===== config.mk =====
export PLATFORM = sky130hd
export DESIGN_NAME = tplru_ctrl
export DESIGN_NICKNAME = d
export VERILOG_FILES = /design/src/tplru_pkg.sv /design/src/tplru_ctrl.sv
export SDC_FILE = /design/constraint.sdc
export NUM_CORES = 1
export LEC_CHECK = 0
export BUFFER_PORTS_ARGS = -buffer_cell sky130_fd_sc_hd__buf_2
export CAP_MARGIN = 20
export CORE_AREA = 4 4 41 43
export CTS_CLUSTER_SIZE = 12
export DETAILED_ROUTE_END_ITERATION = 10
export DIE_AREA = 0 0 45 47
export GPL_TIMING_DRIVEN = 0
export PLACE_DENSITY = 0.49
export SKIP_LAST_GASP = 1
export SYNTH_ARGS = -nofsm -noshare
export SYNTH_HDL_FRONTEND = slang
export SYNTH_SLANG_ARGS = --single-unit

===== constraint.sdc =====
create_clock -name clk -period 2.2 [get_ports clk]
set_input_delay 0.22 -clock clk [delete_from_list [all_inputs] [get_ports clk]]
set_output_delay 0.22 -clock clk [all_outputs]
set_load 0.02 [all_outputs]

===== src/tplru_pkg.sv =====
package tplru_pkg;

  localparam int LEAF_COUNT_DEF = 8192;
  localparam int LEAF_W         = 13;
  localparam int DATA_W         = 16;

  typedef enum logic [1:0] {
    ST_CLEAR,
    ST_IDLE,
    ST_WALK,
    ST_FINISH
  } tplru_state_t;

  typedef struct packed {
    logic clear;
    logic touch;
    logic start;
    logic step;
    logic out_load;
  } tplru_cmd_t;

  typedef struct packed {
    logic clear_done;
    logic walk_last;
    logic out_free;
  } tplru_sts_t;

endpackage


===== src/tplru_ctrl.sv =====
module tplru_ctrl import tplru_pkg::*; #(
  parameter int LEAF_COUNT = LEAF_COUNT_DEF
) (
  input  logic       clk,
  input  logic       rst,
  input  tplru_sts_t sts,
  input  logic       in_valid,
  input  logic       in_op,
  output logic       in_ready,
  output tplru_cmd_t cmd
);

  localparam int LEVELS = $clog2(LEAF_COUNT);

  tplru_state_t state, state_next;

  always_ff @(posedge clk) begin
    if (rst) begin
      state <= ST_CLEAR;
    end else begin
      state <= state_next;
    end
  end

  always_comb begin
    state_next = state;
    cmd        = '0;
    in_ready   = 1'b0;
    unique case (state)
      ST_CLEAR: begin
        cmd.clear = 1'b1;
        if (sts.clear_done) begin
          state_next = ST_IDLE;
        end
      end
      ST_IDLE: begin
        in_ready = 1'b1;
        if (in_valid) begin
          if (in_op) begin
            cmd.start  = 1'b1;
            state_next = (LEVELS > 1) ? ST_WALK : ST_FINISH;
          end else begin
            cmd.touch = 1'b1;
          end
        end
      end
      ST_WALK: begin
        cmd.step = 1'b1;
        if (sts.walk_last) begin
          state_next = ST_FINISH;
        end
      end
      ST_FINISH: begin
        if (sts.out_free) begin
          cmd.out_load = 1'b1;
          state_next   = ST_IDLE;
        end
      end
    endcase
  end

endmodule


==> impl_metrics.ini <==
[sta]
period_share_pct = 75.6
finalCriticalPeriod_ns = 1.66
fmax_mhz = 601
grt_setup_unrepaired = false
worst_clock_skew_ns = 0.00228
worstMarginPinSlew_ns = 0.340
fin_setup_tns_ns = 0
slew_headroom_pct = 77.3
whs_ns = 0.317
slew_violations = 0
setup_viol = 0
hold_viol_final = 0

[detailed_routing]
num_vias = 198
firstDrtPassIters = 2
drtAntennaViolNets = 0
drtIter0Drc = 1
via_per_inst = 3.67
drc = 0
postRouteWirelength_um = 485
detail_route.wl_per_cell_um = 8.98

[critical_path]
regToRegSetupSlack_ns = 0.54
cp.required_ns = 2.31
reg2reg_to = state[0]
arrival_ns = 1.77
worstPathMaxFanout = 4
start_kind = flop
r2r_cells = 5
critPathKind = flop to flop
critPathCaptureType = flop
r2r_start = state[0]

[logic_synthesis]
syn_nets = 36
netlist_instances = 24
yosys_warnings = 0
ys_ff_latch = 2
synth_cell_type_count = 14
syn_avg_cell_area_sq_um = 9.85
yosysTopAreaCell = ha_1
syn_area_sq_um = 236
synth_top_area_share_pct = 26.5
yosysSeqAreaShare_pct = 16.9
synthTopCellsByArea = ha_1, dfxtp_1, a2111oi_4

[clocking]
hold_buffers = 0
cts_buffers = 3
htreeDepth = 1
cts-root-buf = clkbuf_4
cts_tree = built
cts_setup_buffers = 0
clk_pin_slew_ns = 0.03
cts_resized = 0
clock-sinks = 2
cts_buffer_depth = 2
clk-insertion-delay-late_ns = 0.22

[die]
io_pins = 13
dieArea_sq_um = 2120
initial_utilization_pct = 18.2
chipWidth_um = 45
core-area_sq_um = 1300
num_rows = 13
die_y_um = 47

[finish]
regMostFlops = state
fin_nets = 53
drive_above_1_share_pct = 51.3
fillers = 151
diodes = 0
final_common_cell = buf_2
largest_reg_flops = 2
syn2layout_area_growth_pct = 42.9
final_cell_mix = buf_2, ha_1, nor2_1, clkbuf_4
largestRegisters = state x2

[run_status]
status = completed

[power_and_ir_drop]
peakVddDrop_mv = 0.491
finalPower_mw = 0.427
power_density_nw_per_um2 = 1260
leakage_nw = 0.180

[job]
maxCapViolCount = 0

[global_route]
grt_pass1_wl_um = 759
grt_max_degree = 5
track_usage_pct = 5.28
antenna_found_initial = 0
grt_pass1_vias = 191
overflow = 0

[hold_path]
min_to = state[1]
whs_path_depth = 3
min_path_type = input port to flop
worstHoldStart = rst

[placed_design]
port_buffers = 12
place_hpwl_um = 398
gp_congestion = 0.640
==> worst max-delay path: stages, from the launching register on <==
cell	delay (ns)
dfxtp_1	0.38
inv_1	0.10
ha_1	0.21
nor2b_4	0.13
a2111oi_4	0.39
mux2_4	0.33
==> per-layer routing <==
metal  share of wire, %  global-route usage [%]  vias to the layer above
met1                 46                    6.33                       78
met5                  0                       0                        -
met4                  0                    5.26                        0
met2                 36                    6.50                       12
li1                   -                       -                      108
met3                 17                    2.68                        0
==> final cells by class <==
cell class / count / area (sq um) / area share, %
Inverter: 2 / 7.51 / 2.22
Tap cell: 15 / 18.8 / 5.56
Multi-Input combinational cell: 20 / 189 / 55.9
Timing Repair Buffer: 12 / 60.1 / 17.8
Clock buffer: 3 / 22.5 / 6.67
Sequential cell: 2 / 40.0 / 11.9
==> logic make-up (layout without fill, tap and decap cells) <==
group / count (synthesis) / count (layout) / synth area share (%)
AOI/OAI and AO/OA: 1 / 1 / 11.6
adders and majority gates: 5 / 5 / 26.5
muxes: 2 / 2 / 10.6
DFF: 2 / 2 / 16.9
and+or+nand+nor: 12 / 12 / 31.2
buffers and inverters: 2 / 17 / 3.18
==> how the worst max path moves through the flow <==
stage / from / to / slack (ns) / depth (start not counted)
after floorplan: state[0] / state[0] / 0.52 / 5
after global placement: state[0] / state[0] / 0.54 / 5
after detailed placement: state[0] / state[0] / 0.53 / 5
after CTS: state[0] / state[0] / 0.52 / 5
after global routing: state[0] / state[0] / 0.46 / 5
final: state[0] / state[0] / 0.54 / 5
==> synthesized netlist by cell type <==
cell	count
mux2_4	1
nor2b_1	2
dfxtp_1	2
nand2b_1	2
and2_1	1
nand2_2	1
ha_1	5
a2111oi_4	1
nor2_1	3
and3_2	1
nor2b_4	1
mux2i_1	1
nand2_1	1
inv_1	2
==> metrics by stage <==
| step | instance area, sq um | cells | setup WS, ns | util, % |
|---|---|---|---|---|
| after floorplan | 236 | 24 | 0.523 | - |
| after global placement | 315 | 51 | 0.537 | 24.2 |
| after detailed placement | 315 | 51 | 0.528 | 24.2 |
| after CTS | 338 | 54 | 0.524 | 26.0 |
| after global routing | 338 | 54 | 0.461 | 26.0 |
| final | 338 | 54 | 0.537 | 26.0 |
==> power by group <==
part           internal, mW  switching [mW]  total, mW  leakage (nW)
Sequential           0.0544          0.0198     0.0742        0.0165
Clock                0.0600          0.0192     0.0792        0.0138
Combinational         0.131           0.142      0.273         0.150
No activity file was read; power rests on OpenSTA's default activity.
